--- config.mk ---
export PLATFORM = sky130hd
export DESIGN_NAME = touch_report_change_filter_unit
export DESIGN_NICKNAME = d
export VERILOG_FILES = /design/src/rtl/trcf_pkg.sv /design/src/rtl/trcf_front.sv /design/src/rtl/trcf_back.sv /design/src/rtl/touch_report_change_filter_unit.sv
export SDC_FILE = /design/constraint.sdc
export NUM_CORES = 1
export LEC_CHECK = 0
export ABC_AREA = 1
export BUFFER_PORTS_ARGS = -buffer_cell sky130_fd_sc_hd__buf_2
export CAP_MARGIN = 20
export CORE_ASPECT_RATIO = 1.5
export CORE_MARGIN = 3
export CORE_UTILIZATION = 30
export DETAILED_ROUTE_END_ITERATION = 10
export GPL_ROUTABILITY_DRIVEN = 1
export PLACE_DENSITY = 0.46
export RECOVER_POWER = 100
export SKIP_CTS_REPAIR_TIMING = 1
export SLEW_MARGIN = 20
export SYNTH_ARGS = -nofsm -noshare
export SYNTH_HDL_FRONTEND = slang
export SYNTH_SLANG_ARGS = --single-unit
--- constraint.sdc ---
create_clock -name clk -period 10.5 [get_ports clk]
set_input_delay 2.1 -clock clk [delete_from_list [all_inputs] [get_ports clk]]
set_output_delay 2.1 -clock clk [all_outputs]
set_load 0.005 [all_outputs]
--- src/rtl/trcf_pkg.sv ---
// ----------------------------------------------------------------------------
// Touch report change filter package
// Shared beat types, register indexes, reset values and queue sizing.
// ----------------------------------------------------------------------------
package trcf_pkg;

	// Register indexes on the configuration port
	localparam int CFG_IDX_W = 2;
	localparam int CFG_DATA_W = 13;
	localparam logic [CFG_IDX_W-1:0] REG_COORD_MAX = 2'd0;
	localparam logic [CFG_IDX_W-1:0] REG_MOVE_THRESHOLD = 2'd1;
	localparam logic [CFG_IDX_W-1:0] REG_REFRESH_COUNT = 2'd2;

	// Register widths and reset values
	localparam int COORD_W = 12;
	localparam int MOVE_W = 13;
	localparam int REFRESH_W = 8;
	localparam int TOTAL_W = 32;
	localparam logic [COORD_W-1:0] COORD_MAX_RST = 12'd239;
	localparam logic [MOVE_W-1:0] MOVE_THRESHOLD_RST = 13'd2;
	localparam logic [REFRESH_W-1:0] REFRESH_COUNT_RST = 8'd25;

	// Two-entry queues between the parts
	localparam int Q_PTR_W = 1;
	localparam logic [Q_PTR_W:0] Q_DEPTH = 2'd2;

	// Input beat: the six raw report bytes
	typedef struct packed {
		logic [7:0] gesture_byte;
		logic [7:0] points_byte;
		logic [7:0] x_high_byte;
		logic [7:0] x_low_byte;
		logic [7:0] y_high_byte;
		logic [7:0] y_low_byte;
	} in_t;

	// Decoded report handed from front to back
	typedef struct packed {
		logic [3:0]         points;
		logic [1:0]         kind;
		logic [7:0]         gesture;
		logic [COORD_W-1:0] sx;
		logic [COORD_W-1:0] sy;
	} dec_t;

	// Result beat
	typedef struct packed {
		logic               report_flag;
		logic [3:0]         touch_points;
		logic [1:0]         touch_kind;
		logic [7:0]         gesture_code;
		logic [COORD_W-1:0] screen_x;
		logic [COORD_W-1:0] screen_y;
		logic [TOTAL_W-1:0] flagged_total;
	} res_t;

	// Back-end status seen by the top level
	typedef struct packed {
		logic               fire;
		logic               flag;
		logic [TOTAL_W-1:0] total;
	} back_stat_t;

endpackage

--- src/rtl/trcf_front.sv ---
// ----------------------------------------------------------------------------
// Touch report front end
// Decodes a raw report, clamps and rotates the coordinates and queues the
// decoded report for the back end.
// ----------------------------------------------------------------------------
module trcf_front import trcf_pkg::*; (
	input  logic               clk,
	input  logic               arst_n,
	input  logic               push,
	output logic               full,
	input  in_t                report,
	input  logic [COORD_W-1:0] coord_max,
	output logic               deq_valid,
	input  logic               deq_pop,
	output dec_t               deq_data
);

	logic [COORD_W-1:0] raw_x;
	logic [COORD_W-1:0] raw_y;
	logic [COORD_W-1:0] lim_x;
	dec_t               dec;
	logic               wr_en;
	logic               rd_en;

	dec_t               mem_q [2];
	logic [Q_PTR_W-1:0] wr_ptr_q;
	logic [Q_PTR_W-1:0] rd_ptr_q;
	logic [Q_PTR_W:0]   cnt_q;

	// Field decode, clamp and rotation
	always_comb begin
		raw_x       = {report.x_high_byte[3:0], report.x_low_byte};
		raw_y       = {report.y_high_byte[3:0], report.y_low_byte};
		lim_x       = (raw_x > coord_max) ? coord_max : raw_x;
		dec.points  = report.points_byte[3:0];
		dec.kind    = report.x_high_byte[7:6];
		dec.gesture = report.gesture_byte;
		dec.sx      = (raw_y > coord_max) ? coord_max : raw_y;
		dec.sy      = coord_max - lim_x;
	end

	assign full      = (cnt_q == Q_DEPTH);
	assign deq_valid = (cnt_q != '0);
	assign wr_en     = push && !full;
	assign rd_en     = deq_pop && deq_valid;
	assign deq_data  = mem_q[rd_ptr_q];

	// Queue storage
	always_ff @(posedge clk) begin
		if (wr_en) begin
			mem_q[wr_ptr_q] <= dec;
		end
	end

	// Queue pointers and fill level
	always_ff @(posedge clk or negedge arst_n) begin
		if (!arst_n) begin
			wr_ptr_q <= '0;
			rd_ptr_q <= '0;
			cnt_q    <= '0;
		end else begin
			if (wr_en) begin
				wr_ptr_q <= wr_ptr_q + 1'b1;
			end
			if (rd_en) begin
				rd_ptr_q <= rd_ptr_q + 1'b1;
			end
			if (wr_en && !rd_en) begin
				cnt_q <= cnt_q + 1'b1;
			end else if (rd_en && !wr_en) begin
				cnt_q <= cnt_q - 1'b1;
			end
		end
	end

endmodule

--- src/rtl/trcf_back.sv ---
// ----------------------------------------------------------------------------
// Touch report back end
// Compares each decoded report with the previous one, decides the flag,
// keeps the flag count and queues result beats.
// ----------------------------------------------------------------------------
module trcf_back import trcf_pkg::*; (
	input  logic                 clk,
	input  logic                 arst_n,
	input  logic                 deq_valid,
	output logic                 deq_pop,
	input  dec_t                 deq_data,
	input  logic [MOVE_W-1:0]    move_threshold,
	input  logic [REFRESH_W-1:0] refresh_count,
	output logic                 empty,
	input  logic                 pop,
	output res_t                 result,
	output back_stat_t           stat
);

	// Previous report and run state
	logic [3:0]           last_points_q;
	logic [1:0]           last_kind_q;
	logic [7:0]           last_gesture_q;
	logic [COORD_W-1:0]   last_x_q;
	logic [COORD_W-1:0]   last_y_q;
	logic                 have_last_q;
	logic [REFRESH_W-1:0] silent_q;
	logic [TOTAL_W-1:0]   total_q;

	logic [COORD_W-1:0]   dx;
	logic [COORD_W-1:0]   dy;
	logic [MOVE_W-1:0]    movement;
	logic [REFRESH_W-1:0] silent_inc;
	logic                 active;
	logic                 changed;
	logic                 flag;
	logic                 bump_silent;
	logic [TOTAL_W-1:0]   total_next;
	logic                 fire;
	logic                 res_full;
	logic                 rd_en;
	res_t                 res;

	res_t                 mem_q [2];
	logic [Q_PTR_W-1:0]   wr_ptr_q;
	logic [Q_PTR_W-1:0]   rd_ptr_q;
	logic [Q_PTR_W:0]     cnt_q;

	// Flag decision
	always_comb begin
		dx = (deq_data.sx > last_x_q) ? deq_data.sx - last_x_q : last_x_q - deq_data.sx;
		dy = (deq_data.sy > last_y_q) ? deq_data.sy - last_y_q : last_y_q - deq_data.sy;
		movement    = {1'b0, dx} + {1'b0, dy};
		silent_inc  = silent_q + 1'b1;
		active      = (deq_data.points != '0);
		changed     = (deq_data.points != last_points_q) || (deq_data.kind != last_kind_q)
			|| (deq_data.gesture != last_gesture_q);
		bump_silent = 1'b0;
		priority if (!have_last_q) begin
			flag = active || (deq_data.gesture != '0);
		end else if (changed) begin
			flag = 1'b1;
		end else if (active && (movement >= move_threshold)) begin
			flag = 1'b1;
		end else if (active) begin
			bump_silent = 1'b1;
			flag = (silent_inc >= refresh_count);
		end else begin
			flag = 1'b0;
		end
		total_next = total_q + {{(TOTAL_W-1){1'b0}}, flag};
	end

	assign res_full = (cnt_q == Q_DEPTH);
	assign fire     = deq_valid && !res_full;
	assign deq_pop  = fire;

	always_comb begin
		res.report_flag   = flag;
		res.touch_points  = deq_data.points;
		res.touch_kind    = deq_data.kind;
		res.gesture_code  = deq_data.gesture;
		res.screen_x      = deq_data.sx;
		res.screen_y      = deq_data.sy;
		res.flagged_total = total_next;
	end

	// Previous report registers (payload, written on every beat)
	always_ff @(posedge clk) begin
		if (fire) begin
			last_points_q  <= deq_data.points;
			last_kind_q    <= deq_data.kind;
			last_gesture_q <= deq_data.gesture;
			last_x_q       <= deq_data.sx;
			last_y_q       <= deq_data.sy;
		end
	end

	// Run state
	always_ff @(posedge clk or negedge arst_n) begin
		if (!arst_n) begin
			have_last_q <= 1'b0;
			silent_q    <= '0;
			total_q     <= '0;
		end else if (fire) begin
			have_last_q <= 1'b1;
			total_q     <= total_next;
			if (flag) begin
				silent_q <= '0;
			end else if (bump_silent) begin
				silent_q <= silent_inc;
			end
		end
	end

	// Result queue storage
	assign empty  = (cnt_q == '0);
	assign rd_en  = pop && !empty;
	assign result = mem_q[rd_ptr_q];

	always_ff @(posedge clk) begin
		if (fire) begin
			mem_q[wr_ptr_q] <= res;
		end
	end

	// Result queue pointers and fill level
	always_ff @(posedge clk or negedge arst_n) begin
		if (!arst_n) begin
			wr_ptr_q <= '0;
			rd_ptr_q <= '0;
			cnt_q    <= '0;
		end else begin
			if (fire) begin
				wr_ptr_q <= wr_ptr_q + 1'b1;
			end
			if (rd_en) begin
				rd_ptr_q <= rd_ptr_q + 1'b1;
			end
			if (fire && !rd_en) begin
				cnt_q <= cnt_q + 1'b1;
			end else if (rd_en && !fire) begin
				cnt_q <= cnt_q - 1'b1;
			end
		end
	end

	assign stat.fire  = fire;
	assign stat.flag  = flag;
	assign stat.total = total_q;

endmodule

--- src/rtl/touch_report_change_filter_unit.sv ---
// ----------------------------------------------------------------------------
// Touch report change filter
// Decodes touch reports, rotates coordinates and flags reports worth passing on.
// ----------------------------------------------------------------------------
// Usage:
//   Input channel: drive a six-byte report beat on report with push high; it
//   is taken at a clock edge where full is low.
//   Result channel: while empty is low the oldest result is on result; raise
//   pop to take it.
//   Configuration: cfg_we with cfg_index and cfg_data writes coord_max (0),
//   move_threshold (1) or refresh_count (2); other indexes are dropped.
//   Write registers only while no report is in flight.
// Timing:
//   A report taken at the input is written into the decode queue, then into
//   the result queue once that has room, and is then on the result port. One
//   report per cycle is sustained while pop keeps the result queue from filling;
//   the back end compares each beat against the previous report and updates the flag count.
//   If pop stays low, the two-entry result queue fills, then the two-entry
//   queue between front and back, and full rises: four reports are held.
// Reset:
//   arst_n drops the previous report, clears the silent run and the flag count,
//   empties both queues and loads the register reset values.
// ----------------------------------------------------------------------------
module touch_report_change_filter_unit import trcf_pkg::*; (
	input  logic                  clk,
	input  logic                  arst_n,
	input  logic                  push,
	output logic                  full,
	input  in_t                   report,
	output logic                  empty,
	input  logic                  pop,
	output res_t                  result,
	input  logic                  cfg_we,
	input  logic [CFG_IDX_W-1:0]  cfg_index,
	input  logic [CFG_DATA_W-1:0] cfg_data
);

	logic [COORD_W-1:0]   coord_max_q;
	logic [MOVE_W-1:0]    move_threshold_q;
	logic [REFRESH_W-1:0] refresh_count_q;
	logic                 deq_valid;
	logic                 deq_pop;
	dec_t                 deq_data;
	back_stat_t           stat;

	// Configuration registers
	always_ff @(posedge clk or negedge arst_n) begin
		if (!arst_n) begin
			coord_max_q      <= COORD_MAX_RST;
			move_threshold_q <= MOVE_THRESHOLD_RST;
			refresh_count_q  <= REFRESH_COUNT_RST;
		end else if (cfg_we) begin
			unique case (cfg_index)
				REG_COORD_MAX:      coord_max_q      <= cfg_data[COORD_W-1:0];
				REG_MOVE_THRESHOLD: move_threshold_q <= cfg_data[MOVE_W-1:0];
				REG_REFRESH_COUNT:  refresh_count_q  <= cfg_data[REFRESH_W-1:0];
				default: ;
			endcase
		end
	end

	trcf_front u_front (
		.clk       (clk),
		.arst_n    (arst_n),
		.push      (push),
		.full      (full),
		.report    (report),
		.coord_max (coord_max_q),
		.deq_valid (deq_valid),
		.deq_pop   (deq_pop),
		.deq_data  (deq_data)
	);

	trcf_back u_back (
		.clk            (clk),
		.arst_n         (arst_n),
		.deq_valid      (deq_valid),
		.deq_pop        (deq_pop),
		.deq_data       (deq_data),
		.move_threshold (move_threshold_q),
		.refresh_count  (refresh_count_q),
		.empty          (empty),
		.pop            (pop),
		.result         (result),
		.stat           (stat)
	);

`ifndef NO_ASSERTIONS
	// Flag count moves by exactly one per flagged beat and holds otherwise
	a_total_step: assert property (@(posedge clk) disable iff (!arst_n)
		1'b1 |=> stat.total == $past(stat.total) + {{(TOTAL_W-1){1'b0}},
			$past(stat.fire && stat.flag)})
		else $error("flag count out of step with flagged beats");

	// Back end only takes a decoded report that is there
	a_pop_valid: assert property (@(posedge clk) disable iff (!arst_n)
		deq_pop |-> deq_valid)
		else $error("back end popped an empty decode queue");

	// Input backpressure only when the decode queue holds work
	a_full_has_work: assert property (@(posedge clk) disable iff (!arst_n)
		full |-> deq_valid)
		else $error("full raised with no decoded report waiting");
`endif

endmodule
Word-level counts from Yosys, hierarchy flattened
Memory sizes are Yosys's and may differ from the RTL's.
Index checks and enable logic that the tools add are counted.
{ "classes": {"addsub": 16, "order_cmp": 6, "n_eq_ne": 7, "mux": 22, "n_reduce_logical": 31} }
{ "ops": {"columns": ["cell", "n"], "rows": [
  ["subtractor 12 bit", 5],
  ["> comparator 12 bit", 4],
  ["two-way mux 12 bit", 4],
  ["adder 32 x 1 -> 32 bit", 1],
  ["two-way mux 8 bit", 2],
  ["adder 12 x 12 -> 13 bit", 1],
  ["greater-or-equal comparator 13 bit", 1],
  ["two-way mux 1 bit", 12],
  ["logical AND 1 bit", 9],
  ["adder 8 x 1 -> 8 bit, second input constant", 1],
  ["greater-or-equal comparator 8 bit", 1],
  ["two-way mux 2 bit", 4],
  ["!= test 8 bit", 1],
  ["AND reduction 2 bit", 4],
  ["nonzero test 2 bit", 4],
  ["nonzero test 8 bit", 1],
  ["logical NOT 1 bit", 7],
  ["== test 2 bit, second input constant", 3],
  ["adder 1 bit, second input constant", 4],
  ["adder 2 x 1 -> 2 bit, second input constant", 2],
  ["logical NOT 2 bit", 2],
  ["!= test 4 bit", 1],
  ["nonzero test 4 bit", 1],
  ["subtractor 2 x 1 -> 2 bit, second input constant", 2],
  ["other kinds (3)", 5]
]} }
{ "totals": {"ff_bits": 120, "ram_bits": 218, "input_bits": 68, "output_inout_bits": 73, "wordCells": 101, "memories": 2} }
{ "mem_list": {"columns": ["name", "words", "word_bits", "rd", "rd_ports_with_merged_regs", "write_ports", "line_no", "source"], "rows": [
  ["u_back.mem_q", 2, 71, 1, 0, 1, "trcf_back.sv:44", "res_t mem_q [2];"],
  ["u_front.mem_q", 2, 38, 1, 0, 1, "trcf_front.sv:25", "dec_t mem_q [2];"]
]} }

Longest topological paths before layout
Gate-level depths: netlist of the first run.
An unclocked memory read counts as a cell.
{ "logic_depth": {"word_depth": 11, "ltp_mapped": 54} }

By module
Synthesis of the first run repeated with hierarchy kept, for this count alone.
{ "unflattened": {"cells_unflattened": 2091, "hier_area_um2": 18949.4} }
{ "by_module_without_submodules": {"columns": ["mod", "n_inst", "cells_each", "area_each_um2"], "rows": [
  ["trcf_back", 1, 1456, 13018.7],
  ["trcf_front", 1, 486, 4520.6],
  ["touch_report_change_filter_unit", 1, 149, 1410.1]
]} }

Worst setup path before layout of the first run
Ideal clock, no wire load.
{ "synth_timing": {"path_type": "reg-to-reg", "start": "register u_front.rd_ptr_q", "end": "memory u_back.mem_q[0][24] in the netlist's numbering, data pin", "t_arrival_ps": 6340, "path_slack_ps": 3894, "path_stages_with_launch": 49, "synth_period_minus_slack_ps": 6606, "cell_sequence": "dfrtp_1 > inv_2 > buf_2 > clkbuf_1 > or2_2 > o21ai_0 > inv_1 > fa_1 > nand2_1 > nand2_1 > a21oi_1 > inv_1 > nand2_1 > nand2_1 > nand2_1 > buf_2 > o21ai_0 > nand2_1 > [13 not listed] > inv_1 > nor2_1 > nor2_1 > nand2_1 > nand2_1 > nand2_1 > nor2_4 > inv_1 > ha_1 > ha_1 > nand3_1 > nor2_2 > nand2_1 > nor2_1 > nand2_1 > nor3_1 > nand2_1 > xor2_1"} }
{ "synth_lines": {"columns": ["item", "line_no", "source"], "rows": [
  ["start, declared", "trcf_front.sv:27", "logic [Q_PTR_W-1:0] rd_ptr_q;"],
  ["start signal, assigned", "trcf_front.sv:66", "rd_ptr_q <= rd_ptr_q + 1'b1;"],
  ["end, declared", "trcf_back.sv:44", null]
]} }

==> impl_metrics.py, run 1 <==
metrics = {
    "routing": {
        "wl_met1_mm": 20.09,
        "wl_mm": 50.17,
        "drt-initial-drc-count": 614,
        "via_per_inst": 4.545,
        "highest_layer": "met4",
        "wire_per_inst_um": 16.93,
        "ant_nets": 0,
        "met2_length_mm": 26.48,
        "wl_met3_mm": 1.520,
        "post-route-drc-count": 0,
        "num_vias": 13470,
        "drt_first_pass_iters": 5,
    },
    "placed_design": {
        "dp_hpwl_mm": 37.66,
        "gp_congestion": 0.8574,
        "portBuffers": 130,
    },
    "synth": {
        "netlist.area_leader.share_pct": 41.90,
        "synthTopCellsByArea": "edfxtp_1 42%, nand2_1 13%, dfrtp_1 9.7%",
        "synthesis.nets": 2213,
        "synth_flop_cell": "edfxtp_1",
        "ys_types": 39,
        "syn-cell-area_um2": 18350,
        "netlist_instances": 2020,
        "synthArstFlopShare_pct": 24.26,
        "ys_ff_latch": 338,
        "synth_edf_count": 256,
        "syn_area_per_cell_um2": 9.082,
        "ys_seq_area_share_pct": 53.16,
        "yosysWarnings": 0,
        "synth_top_area_cell": "edfxtp_1",
    },
    "critical_path": {
        "endpoint_kind": "flip-flop",
        "crit_slowest_cell": "o21ai_0",
        "cp-start-kind": "flip-flop",
        "cp.arrival_ps": 9600,
        "worst-setup-path-type": "flip-flop to flip-flop",
        "crit_top_cell": "nand2_1",
        "critPathRequiredTime_ps": 10930,
        "critical_path.max_fanout": 41,
        "max_stage_delay_ps": 760,
    },
    "global_routing": {
        "first_global_vias": 13630,
        "grt_max_degree": 72,
        "grtUsageTotal_pct": 15.52,
        "grt_overflow_total": 0,
        "grt_pass1_wl_mm": 78.12,
        "antenna_found_initial": 0,
    },
    "final_layout": {
        "drive_gt1_share_pct": 7.618,
        "area_delta_synth_final_pct": 14.43,
        "fin_nets": 2345,
        "antenna_cells": 0,
    },
    "timing": {
        "final.setup.tns_ps": 0,
        "setup_viol": 0,
        "clock.fmax_mhz": 109.0,
        "tightestPinTransition_ps": 3637,
        "slew_headroom_pct": -142.5,
        "hold_viol_final": 0,
        "finClkSkew_ps": 27.51,
        "period_needed_ps": 9178,
        "rsz0062_at_grt": "no",
        "final.period_utilization_pct": 87.41,
        "slew_viol_final": 465,
    },
    "worst_hold_path": {
        "min_path_type": "flip-flop to flip-flop",
    },
    "outcome": {
        "outcome": "complete, but fails checks",
        "violations": "max-capacitance violations, max-slew violations",
    },
    "floorplanning": {
        "io_pins": 141,
        "die_h_um": 308.9,
        "core_region_area_um2": 60280,
        "dieArea_um2": 64220,
        "initial_core_util_pct": 30.43,
        "fp.dieW_um": 207.9,
        "rows": 110,
    },
    "cts": {
        "cts-root-buf": "clkbuf_16",
        "cts_buffer_depth": 3,
        "clkLatencyLatePin_ps": 560,
        "clkTransAtPathRegs_ps": 60,
        "cts.sinks": 338,
        "numCtsBuffers": 36,
        "tritoncts": "done",
        "cts_max_level": 2,
    },
    "flow_run": {
        "cap_viol_max_count": 10,
    },
}
==> cells in the mapped netlist, types with 2 or more instances <==
cell type,instances
and2_1,2
edfxtp_1,256
clkbuf_1,39
o2111ai_1,4
nor4_1,3
xnor2_1,12
dfstp_2,11
buf_2,6
xor2_1,81
nand2_1,627
nor2_1,115
buf_1,4
a21o_1,6
o21bai_1,2
or2_2,22
ha_1,119
nand3_1,67
fa_1,6
nor2_2,2
inv_1,257
clkinv_1,2
a21oi_1,96
o21ai_1,3
inv_2,5
nand3b_1,4
nand2_2,8
dfrtp_1,71
a211oi_1,2
o21ai_0,131
nor3_1,24
a31oi_1,2
o31ai_1,2
nand4_1,23
==> critical path: cells and delay by family, from the launching register on <==
family / cells / cell delay, ps
compound gates: 6 / 1650
xor+xnor: 2 / 440
fa+ha+maj: 5 / 1760
buf+inv: 7 / 1210
flops: 1 / 390
simple gates: 26 / 3540
==> layout by cell type (no fill, tap or decap), drive strengths merged <==
master	synthesis	final
bufinv	0	7
and2	2	2
edfxtp	256	256
or3	1	1
o2111ai	4	4
buf	12	70
clkinv	2	11
clkbuf	39	117
xor2	81	81
a211oi	2	2
fa	6	6
nand4	23	23
dfrtp	71	71
o21bai	2	2
inv	262	265
clkinvlp	0	4
a31oi	2	2
nand2	635	635
a21oi	96	96
o21ai	134	134
nor4	3	3
xnor2	12	12
dfstp	11	11
ha	119	119
o31ai	2	2
o22ai	1	1
nand3	67	67
nor2	118	118
nand3b	4	4
or2	22	22
a21o	6	6
nor4b	1	1
nor3	24	24
==> area by class of cell <==
class / instances / area [µm²]
Fill cell: 6298 / 39290
Sequential cell: 338 / 9754
Multi-Input combinational cell: 1367 / 7376
Inverter: 264 / 992.2
Tap cell: 784 / 980.9
Clock buffer: 42 / 923.4
Timing Repair Buffer: 145 / 634.4
Clock inverter: 23 / 330.3
==> state kept, by name, indices dropped and copies added, names as in the netlist, 8 cells and up <==
name and cells:
u_back.mem_q 142, u_back.total_q 32, u_back.last_gesture_q 8, u_back.silent_q 8
coord_max_q 12, u_front.mem_q 76, refresh_count_q 8, move_threshold_q 13
u_back.last_y_q 12, u_back.last_x_q 12
==> per-layer routing <==
metal  global-route usage [%]  vias to the layer above
met5                        0                        -
met2                    29.48                      237
met1                    17.47                     6310
met4                    6.355                        0
li1                         -                     6860
met3                    2.049                       61
==> logic make-up after synthesis <==
family                     count (synthesis)  synth area share (%)
adders and majority gates                125                 8.771
AOI/OAI and AO/OA                        249                 7.059
and+or+nand+nor                          900                 20.02
DFF                                      338                 53.16
xor gates and xnor gates                  93                 4.440
buffers and inverters                    315                 6.548
==> worst paths after layout <==
path,startpoint,to,slack (ps),depth (start not counted)
worst max-delay path,u_front.rd_ptr_q$_DFFE_PN0P_,u_back.total_q[24]$_DFFE_PN0P_,1320,46
worst min-delay path,refresh_count_q[1]$_DFFE_PN0P_,refresh_count_q[1]$_DFFE_PN0P_,480,2
worst max register to register,u_front.rd_ptr_q$_DFFE_PN0P_,u_back.total_q[24]$_DFFE_PN0P_,1320,46
worst min register to register,refresh_count_q[1]$_DFFE_PN0P_,refresh_count_q[1]$_DFFE_PN0P_,480,2
max in group asynchronous,arst_n,u_back.total_q[14]$_DFFE_PN0P_,4500,2
min in group asynchronous,arst_n,move_threshold_q[11]$_DFFE_PN0P_,1860,1
==> metrics by stage <==
stage | instances | hold WS (ps) | cell area [µm²] | util [%] | setup WS [ps]
after global placement | 2898 | 467.8 | 19920 | 33.04 | 1609
after CTS | 2963 | 488.6 | 21170 | 35.12 | 1546
after detailed placement | 2898 | 474.3 | 19920 | 33.04 | 1573
after floorplan | 2020 | 453.0 | 18350 | - | 3894
after global routing | 2963 | 494.1 | 20990 | 34.82 | 536.7
final | 2963 | 481.8 | 20990 | 34.82 | 1322
Power of run 1 is not shown: default switching activity piles up to over one toggle a cycle in this logic, so the estimate is an artifact.
==> inputs of run 2 (changes only) <==
CORE_UTILIZATION = 35   (was 30)
PLACE_DENSITY = 0.51   (was 0.46)
SYNTH_HIERARCHICAL = 1   (was unset)
==> run 2 against run 1 <==
  * Design area increased by 0.99%
  * Register-to-register slack improved by 340 ps
  * Clock skew rose by 0.86 ps
  * Die area down 11%
  * Global-route usage is 1.0 points higher
  * First-iteration DRC count up 7.3%
  * The run still ends with max-capacitance violations, max-slew violations left
  * Non-clock buffer count is 4 lower
  * Critical path type unchanged
  * Final cell count shrank 1.6%
  * Sequential share of layout area fell by 0.46 points
  * Area after synthesis up 3.2%
  * Worst setup slack better by 340 ps
  * Synthesized cell count rose by 3.4%
==> impl_metrics.py, run 2 <==
metrics = {
    "placed_design": {
        "dp_hpwl_mm": 35.29,
        "gp_congestion": 0.9038,
        "placed_cells": 2854,
        "portBuffers": 130,
    },
    "critical_path": {
        "cp-start-kind": "flip-flop",
        "worst-setup-path-type": "flip-flop to flip-flop",
        "crit_top_cell": "nand2_1",
        "critical_path.max_fanout": 39,
        "critPathRequiredTime_ps": 10880,
        "rr_worst_depth": 46,
        "max_stage_delay_ps": 520,
        "endpoint_kind": "flip-flop",
        "crit_slowest_cell": "inv_1",
        "cp.arrival_ps": 9220,
    },
    "timing": {
        "final.period_utilization_pct": 84.17,
        "rsz0062_at_grt": "no",
        "slew_headroom_pct": -146.3,
        "setup_viol": 0,
        "tightestPinTransition_ps": 3695,
        "slew_viol_final": 491,
        "finClkSkew_ps": 28.37,
        "period_needed_ps": 8838,
        "hold_viol_final": 0,
        "final.setup.tns_ps": 0,
        "clock.fmax_mhz": 113.1,
    },
    "final_layout": {
        "drive_gt1_share_pct": 7.830,
        "finalNonFillerCells": 2917,
        "top_register": "u_back/mem_q",
        "largest_register_ffs": 142,
        "final_cell_mix": "761 x nand2_1, 256 x edfxtp_1, 246 x inv_1",
        "fin_nets": 2402,
        "reg_top3": "u_back/mem_q x142, u_front/mem_q x76, u_back/total_q x32",
        "antenna_cells": 0,
        "mostFrequentLayoutCell": "nand2_1",
        "area_delta_synth_final_pct": 11.96,
    },
    "flow_run": {
        "cap_viol_max_count": 11,
    },
    "floorplanning": {
        "core_region_area_um2": 53100,
        "io_pins": 141,
        "initial_core_util_pct": 35.66,
        "die_h_um": 290.9,
        "dieArea_um2": 56980,
        "rows": 103,
        "fp.dieW_um": 195.9,
    },
    "global_routing": {
        "grt_overflow_total": 0,
        "grtUsageTotal_pct": 16.54,
        "first_global_vias": 13970,
        "grt_pass1_wl_mm": 75.40,
        "antenna_found_initial": 1,
        "grt_max_degree": 73,
    },
    "cts": {
        "tritoncts": "done",
        "cts_max_level": 2,
        "cts.sinks": 338,
        "clkLatencyLatePin_ps": 530,
        "clkTransAtPathRegs_ps": 60,
        "cts-root-buf": "clkbuf_16",
        "numCtsBuffers": 35,
        "cts_buffer_depth": 3,
    },
    "routing": {
        "wire_per_inst_um": 16.36,
        "via_per_inst": 4.713,
        "ant_nets": 0,
        "drt-initial-drc-count": 659,
        "drt_first_pass_iters": 5,
        "wl_mm": 47.73,
        "post-route-drc-count": 0,
        "num_vias": 13750,
    },
    "synth": {
        "netlist_instances": 2089,
        "syn_area_per_cell_um2": 9.064,
        "synthesis.nets": 2282,
        "syn-cell-area_um2": 18930,
        "yosysWarnings": 6,
    },
    "worst_hold_path": {
        "hold_depth": 2,
        "min_path_type": "flip-flop to flip-flop",
    },
    "outcome": {
        "outcome": "complete, but fails checks",
        "violations": "max-capacitance violations, max-slew violations",
    },
}
## run 2: cell count changes in the layout (fill, tap and decap cells not counted), sizes merged, moves of 15 or more
cell,change
or2,-22
xor2,+15
o21ai,-61
nand2,+133
nand4,+16
a21oi,-29
## run 2: metal layers
metal / vias up / GRT usage [%] / routed length (µm)
li1: 7003 / - / -
met1: 6394 / 19.71 / 19950
met2: 248 / 29.74 / 24030
met3: 101 / 1.887 / 1410
met4: 2 / 7.500 / 2322
met5: - / 0 / 13
## run 2: worst max-delay path: cells and delay by family (launching register included)
kind                     cells  cell delay (ps)
adder cells (fa/ha/maj)      6             1790
AND/OR/NAND/NOR             25             3350
flip-flops                   1              320
AO/OA/AOI/OAI                9             1720
XOR/XNOR                     1              300
buffers and inverters        5             1180
## run 2: worst paths after layout
path                                                        to  slack (ps)                      startpoint
worst max-delay path            u_back/total_q[26]$_DFFE_PN0P_        1660    u_front/rd_ptr_q$_DFFE_PN0P_
max in group asynchronous          u_back/rd_ptr_q$_DFFE_PN0P_        4700                          arst_n
worst min-delay path            refresh_count_q[3]$_DFFE_PN1P_         460  refresh_count_q[3]$_DFFE_PN1P_
worst min register to register  refresh_count_q[3]$_DFFE_PN1P_         460  refresh_count_q[3]$_DFFE_PN1P_
min in group asynchronous       u_back/silent_q[7]$_DFFE_PN0P_        2330                          arst_n
worst max register to register  u_back/total_q[26]$_DFFE_PN0P_        1660    u_front/rd_ptr_q$_DFFE_PN0P_
## run 2: final cells by class
type	instances	area, µm²
inverters	254	957.2
flip-flops and latches	338	9754
repair buffers	141	620.6
multi-input cells	1439	7838
clock inverters	19	235.2
well taps	682	853.3
fillers	5441	31900
clock buffers	44	940.9
## run 2: metrics by stage
step | setup WS [ps] | utilization [%] | hold WS [ps] | cell area, µm²
after global routing | 621.2 | 39.93 | 485.8 | 21200
final | 1662 | 39.93 | 464.2 | 21200
after floorplan | 4407 | - | 441.9 | 18930
after detailed placement | 2171 | 38.10 | 457.2 | 20230
after CTS | 2098 | 40.31 | 466.8 | 21400
after global placement | 2304 | 38.10 | 457.3 | 20230
Power of run 2 is left out for the same reason.
==> inputs of run 3 (changes only) <==
ABC_AREA = 0   (was 1)
PLACE_DENSITY = 0.53   (was 0.51)
clock period = 7.5 ns   (was 10.5 ns; I/O delays follow)
==> run 3 against run 2 <==
  * The run now ends clean
  * Critical path depth shrank 11
  * Worst hold slack gained 25 ps
  * Final cell count shrank 20%
  * Via count shrank 16%
  * Non-clock buffer count grew 115
  * Synthesized cell count shrank 33%
  * Flip-flop and latch count is the same
  * Sequential share of layout area shrank 0.72 points
  * First-iteration DRC count shrank 14%
  * Core utilization grew 2.5 points
  * Largest cell class unchanged
==> impl_metrics.py, run 3 <==
metrics = {
    "floorplanning": {
        "rows": 101,
        "fp.dieW_um": 191.1,
        "io_pins": 141,
        "die_h_um": 283.7,
        "core_region_area_um2": 50800,
        "initial_core_util_pct": 35.42,
        "dieArea_um2": 54230,
    },
    "global_routing": {
        "grt_pass1_wl_mm": 66.23,
        "grt_max_degree": 73,
        "grtUsageTotal_pct": 15.42,
        "first_global_vias": 12140,
        "antenna_found_initial": 0,
        "grt_overflow_total": 0,
    },
    "synth": {
        "netlist_instances": 1397,
        "syn_area_per_cell_um2": 12.88,
        "synthesis.nets": 1590,
        "syn-cell-area_um2": 18000,
        "yosysWarnings": 6,
    },
    "routing": {
        "wire_per_inst_um": 17.71,
        "num_vias": 11610,
        "wl_mm": 41.56,
        "via_per_inst": 4.945,
        "drt_first_pass_iters": 5,
        "post-route-drc-count": 0,
        "ant_nets": 0,
        "drt-initial-drc-count": 569,
    },
    "critical_path": {
        "rr_worst_depth": 35,
        "endpoint_kind": "flip-flop",
        "critPathLaunch": "u_front/rd_ptr_q$_DFFE_PN0P_",
        "worstReg2RegEnd": "u_back/mem_q[0][25]$_DFFE_PP_",
        "cp_top_family": "compound AO/OA/AOI/OAI gates",
        "cp.depth": 35,
        "max_stage_delay_ps": 390,
        "worst-path-buf-inv": 7,
        "crit_slowest_cell": "fa_2",
        "endpoint": "u_back/mem_q[0][25]$_DFFE_PP_",
        "cp-start-kind": "flip-flop",
        "reg2reg_from": "u_front/rd_ptr_q$_DFFE_PN0P_",
        "worst-setup-path-type": "flip-flop to flip-flop",
        "cp.arrival_ps": 7350,
        "rrSetupSlack_ps": 410,
        "critPathRequiredTime_ps": 7760,
        "critical_path.max_fanout": 5,
    },
    "worst_hold_path": {
        "min_path_type": "flip-flop to flip-flop",
        "holdCritStartpoint": "u_back/total_q[0]$_DFFE_PN0P_",
    },
    "final_layout": {
        "fin_area_um2": 21540,
        "antenna_cells": 0,
        "top_register": "u_back/mem_q",
        "final_util_pct": 42.40,
        "final_cell_mix": "256 x edfxtp_1, 145 x mux2_2, 129 x buf_2",
        "mostFrequentLayoutCell": "edfxtp_1",
        "fin_nets": 1845,
        "area_delta_synth_final_pct": 19.70,
        "largest_register_ffs": 142,
        "drive_gt1_share_pct": 31.35,
        "nFillCells": 4830,
        "reg_top3": "u_back/mem_q x142, u_front/mem_q x76, u_back/total_q x32",
    },
    "cts": {
        "numCtsBuffers": 36,
        "cts_buffer_depth": 3,
        "clkTransAtPathRegs_ps": 60,
        "cts-root-buf": "clkbuf_16",
        "clkLatencyLatePin_ps": 540,
        "cts.sinks": 338,
        "tritoncts": "done",
        "cts_max_level": 2,
    },
    "flow_run": {
        "cap_viol_max_count": 0,
    },
    "timing": {
        "period_needed_ps": 7095,
        "hold_viol_final": 0,
        "setup_viol": 0,
        "finClkSkew_ps": 26.91,
        "slew_viol_final": 0,
        "final.period_utilization_pct": 94.60,
        "clock.fmax_mhz": 140.9,
        "rsz0062_at_grt": "yes",
        "tightestPinTransition_ps": 1023,
        "final.setup.tns_ps": 0,
        "slew_headroom_pct": 31.79,
    },
    "placed_design": {
        "placed_cell_area_um2": 20250,
        "gp_congestion": 0.9029,
        "dp_hpwl_mm": 30.25,
        "portBuffers": 130,
    },
    "outcome": {
        "outcome": "completed",
    },
}
-- run 3: changes by cell type in the layout (fill, tap and decap cells not counted), moves of 21 or more --
cell	change
nand3_1	-32
nor2_1	-50
mux2_2	+145
buf_2	+62
buf_4	+120
clkbuf_1	-74
nand2_1	-699
inv_1	-136
mux2i_1	+24
xnor2_1	+60
xor2_1	-47
o21ai_0	-21
a21oi_1	-27
-- run 3: how the worst min path moves through the flow --
stage,to,slack [ps],cells after the start
floorplan,u_back/total_q[0]$_DFFE_PN0P_,450,2
global placement,u_back/total_q[0]$_DFFE_PN0P_,470,2
detailed placement,u_back/total_q[0]$_DFFE_PN0P_,470,2
CTS,u_back/total_q[0]$_DFFE_PN0P_,490,2
global route,u_front/cnt_q[1]$_DFFE_PN0P_,510,1
finish,u_back/total_q[0]$_DFFE_PN0P_,490,2
-- run 3: cell type report --
| cell class | count | area, µm² | share of cell area [%] |
|---|---|---|---|
| Sequential cell | 338 | 9757 | 45.29 |
| Multi-Input combinational cell | 909 | 7739 | 35.93 |
| Timing Repair Buffer | 256 | 1660 | 7.708 |
| Clock buffer | 40 | 915.9 | 4.252 |
| Tap cell | 669 | 837.1 | 3.886 |
| Inverter | 111 | 416.7 | 1.934 |
| Clock inverter | 24 | 215.2 | 0.9991 |
-- run 3: per-layer routing --
layer,track usage [%],vias up,part of all wire [%]
li1,-,5638,-
met1,18.49,5666,42
met2,27.75,216,51
met3,2.088,87,3.2
met4,6.058,0,3.7
met5,0,-,0
-- run 3: tightest hold or removal path, cell delays in order, from the launching register on --
cell and delay (ps):
dfrtp_1 350, nand2_1 50, nand2_1 60
-- run 3: per-stage QoR --
step           std cells  setup WS, ps  hold WS (ps)
3_3_place_gp        2279        -328.8         466.2
2_1_floorplan       1397         232.0         452.3
6_report            2347         405.2         488.9
3_5_place_dp        2279        -399.9         473.8
5_1_grt             2347        -7.926         508.2
4_1_cts             2343        -452.0         489.8
Power of run 3 is left out for the same reason.
